--- src/rtl/core/trap_hdiv.sv ---
// ----------------------------------------------------------------------------
// trap_hdiv
// Bit-serial restoring divider for the step size, one quotient bit a cycle.
// ----------------------------------------------------------------------------
module trap_hdiv #(
    parameter int unsigned DW = 40,
    parameter int unsigned NW = 20
) (
    input  logic          i_clk,
    input  logic          i_rst_n,
    input  logic          i_start,
    input  logic [DW-1:0] i_dividend,
    input  logic [NW-1:0] i_divisor,
    output logic          o_done,
    output logic [DW-1:0] o_quot
);

    localparam int unsigned CW = $clog2(DW + 1);

    logic          r_busy;
    logic          r_done;
    logic [CW-1:0] r_cnt;
    logic [NW-1:0] r_rem;
    logic [DW-1:0] r_quot;
    logic [NW-1:0] r_div;

    logic [NW:0] trial;
    logic        ge;
    logic [NW:0] n_rem;

    always_comb begin
        trial = {r_rem, r_quot[DW-1]};
        ge    = trial >= {1'b0, r_div};
        n_rem = ge ? (trial - {1'b0, r_div}) : trial;
    end

    always_ff @(posedge i_clk) begin
        if (!i_rst_n) begin
            r_busy <= 1'b0;
            r_done <= 1'b0;
            r_cnt  <= '0;
        end else begin
            r_done <= !i_start && r_busy && (r_cnt == CW'(1));
            if (i_start) begin
                r_busy <= 1'b1;
                r_cnt  <= CW'(DW);
            end else if (r_busy) begin
                r_cnt <= r_cnt - 1'b1;
                if (r_cnt == CW'(1)) begin
                    r_busy <= 1'b0;
                end
            end
        end
    end

    always_ff @(posedge i_clk) begin
        if (i_start) begin
            r_rem  <= '0;
            r_quot <= i_dividend;
            r_div  <= i_divisor;
        end else if (r_busy) begin
            r_rem  <= n_rem[NW-1:0];
            r_quot <= {r_quot[DW-2:0], ge};
        end
    end

    assign o_done = r_done;
    assign o_quot = r_quot;

endmodule

--- config.mk ---
export PLATFORM = sky130hd
export DESIGN_NAME = trap_hdiv
export DESIGN_NICKNAME = d
export VERILOG_FILES = /design/src/rtl/core/trap_hdiv.sv
export SDC_FILE = /design/constraint.sdc
export NUM_CORES = 1
export LEC_CHECK = 0
export ABC_AREA = 1
export BUFFER_PORTS_ARGS = -buffer_cell sky130_fd_sc_hd__buf_2
export CAP_MARGIN = 25
export CORE_ASPECT_RATIO = 0.7
export CORE_MARGIN = 2
export CORE_UTILIZATION = 40
export CTS_CLUSTER_SIZE = 40
export DETAILED_ROUTE_END_ITERATION = 10
export SLEW_MARGIN = 20
export SYNTH_ARGS = -nofsm -noshare
export SYNTH_HDL_FRONTEND = slang
export SYNTH_SLANG_ARGS = --single-unit
--- constraint.sdc ---
create_clock -name i_clk -period 4.1 [get_ports i_clk]
set_clock_uncertainty 0.15 [all_clocks]
set_input_delay 0.82 -clock i_clk [delete_from_list [all_inputs] [get_ports i_clk]]
set_output_delay 0.82 -clock i_clk [all_outputs]
set_load 0.01 [all_outputs]
==> qor.yml <==
synthesis:
  synthesis.nets: 741
  yosys_warnings: 0
  synth_most_common_cell: "nand2_1"
  ys.flop_type: "edfxtp_1"
  synth_common_cells: "nand2_1, inv_1, edfxtp_1"
  ys_seq_elements: 88
  syn_area_per_cell_sq_um: 7.79
  syn_area_sq_um: 5100
  ys_async_sr_fraction: 0
  synth-edff-count: 60
  ys_types: 34
  synth_top_area_frac: 0.353
  synthTopCellsByArea: "edfxtp_1, nand2_1, dfxtp_1"
  synthCells: 655
  yosysTopAreaCell: "edfxtp_1"
  seq_area_frac_synth: 0.463
worst_setup_path:
  start_kind: "register"
  worstSetupPathType: "register to register"
  arrival_ps: 2810
  crit_required_ps: 4220
  endpoint_kind: "register"
  crit_path_max_fanout: 22
clock_network:
  clock_path_buffers: 2
  htreeDepth: 3
  clk_pin_slew_ps: 70
  cts-buffers-inserted: 9
  postCtsSetupRepairBufs: 0
  cts_tree: "done"
  clockRootBuffer: "clkbuf_16"
  insertion_delay_ps: 350
  cts_sinks: 88
  hold_buffers: 0
  ctsResizeCount: 0
routing:
  drt_iter0_drc: 271
  drc: 0
  via_per_inst: 4.82
  avgRoutedWirePerCell_um: 13.9
  dr.pass1.iters: 5
  wirelength_um: 12800
  postRouteAntennaNets: 0
  vias: 4447
grt:
  global_route.usage.met2: 0.284
  grt-busiest-layer: "met1"
  use_met1: 0.285
  grt_util_met3: 0.0564
  gr-total-overflow: 0
  grt_pass1_wl_um: 21100
  grt_usage: 0.193
  grt_max_degree: 63
  grt_pass1_vias: 4245
  antenna_found_initial: 0
power:
  peakVddDrop_uv: 216
  p_per_area_nw_per_um2: 361
  leakage_nw: 3.11
  power_w: 0.00218
die:
  rows: 34
  initial_core_util: 0.411
  core_region_area_sq_um: 12400
  dieArea_sq_um: 13700
  die_h_um: 98.5
  fp.dieW_um: 139
  ios: 104
cells_and_area:
  drive_gt1_frac: 0.202
  diodes: 0
  nets: 842
  area_delta_synth_final_pct: 18.2
sta:
  finalHoldViolations: 0
  finalSetupViolCount: 0
  finalCritPeriodShare: 0.659
  tns_ps: 0
  rsz0062_at_grt: "no"
  hold_ws_ps: 323
  max_freq_mhz: 370
  min_period_ps: 2700
  worst_pin_slew_ps: 695
  slew_headroom: 0.536
  drv_slew: 0
hold_path:
  hold_path.class: "register to register"
place:
  place.gp.congestion: 0.910
  dp_hpwl_um: 9280
  portBuffers: 103
run:
  drv_cap: 0
status:
  status: "finished clean"
-- area by class of cell --
class,instances,area [sq um]
clock inverters,7,73.8
flip-flops and latches,88,2360
inverters,99,372
clock buffers,9,225
repair buffers,108,553
fillers,1286,6390
well taps,162,203
multi-input cells,450,2250
-- layer usage --
metal  share of wire  vias up
met2            0.40      158
li1                -     2265
met4          0.0066        0
met1            0.50     2016
met5               0        -
met3           0.085        8
-- worst paths after layout --
| path | startpoint | slack (ps) | endpoint | depth (start not counted) |
|---|---|---|---|---|
| setup / recovery | r_div[14]$_DFFE_PP_ | 1400 | r_rem[6]$_SDFFE_PP0P_ | 11 |
| hold / removal | r_rem[18]$_SDFFE_PP0P_ | 320 | r_rem[18]$_SDFFE_PP0P_ | 2 |
| setup reg to reg | r_div[14]$_DFFE_PP_ | 1400 | r_rem[6]$_SDFFE_PP0P_ | 11 |
| hold reg to reg | r_rem[18]$_SDFFE_PP0P_ | 320 | r_rem[18]$_SDFFE_PP0P_ | 2 |
-- stage by stage --
step	cells	setup slack, ps	area, sq um	utilization
floorplan	655	1260	5100	-
global placement	906	890	5730	0.461
detailed placement	906	819	5730	0.461
CTS	922	1180	6030	0.485
global route	923	1220	6040	0.486
finish	923	1400	6040	0.486
-- cells by family (layout without fill, tap and decap cells) --
group | after synthesis | after routing | synth area share
buffers and inverters | 117 | 223 | 0.0971
DFF | 88 | 88 | 0.463
AOI/OAI and AO/OA | 32 | 32 | 0.0341
xor gates and xnor gates | 10 | 10 | 0.0172
and+or+nand+nor | 385 | 385 | 0.331
adders and majority gates | 23 | 23 | 0.0578
-- cells in the final DEF (no fill, tap or decap), types with 3 or more instances in the layout --
| master | netlist | routed |
|---|---|---|
| inv_8 | 0 | 3 |
| ha_1 | 22 | 22 |
| nor3_1 | 6 | 6 |
| buf_2 | 2 | 103 |
| nand2_2 | 9 | 9 |
| nand2_1 | 260 | 260 |
| o21ai_0 | 3 | 3 |
| nand3b_1 | 10 | 10 |
| buf_4 | 0 | 5 |
| nor2_1 | 32 | 32 |
| a21oi_1 | 14 | 14 |
| edfxtp_1 | 60 | 60 |
| nor2_2 | 3 | 3 |
| clkinv_1 | 4 | 4 |
| o21ai_1 | 9 | 9 |
| xnor2_1 | 9 | 9 |
| inv_1 | 94 | 94 |
| nand3_2 | 12 | 12 |
| dfxtp_1 | 28 | 28 |
| clkbuf_16 | 0 | 9 |
| nand3_1 | 46 | 46 |
-- worst max-delay path, stage by stage (launching register included) --
cell      delay [ps]
edfxtp_1         390
inv_1             80
ha_1             270
a21oi_1          250
inv_1             70
nand2_1           80
a21oi_1          100
nor2_4           580
nand2_4          330
nand2_1          140
nand3_1           80
o21ai_1          100
-- power by group --
part	internal [W]	total, W	switching [W]	leakage (nW)
sequential	0.00103	0.00106	0.0000373	0.833
combinational	0.000111	0.000292	0.000181	2.14
clock	0.000430	0.000823	0.000393	0.140
-- flip-flops by register name (all words and copies together) (netlist names) --
register  count
o_quot       40
r_div        20
o_done        1
r_rem        20
r_cnt         6
r_busy        1
Power figures use the tool's default switching activity.
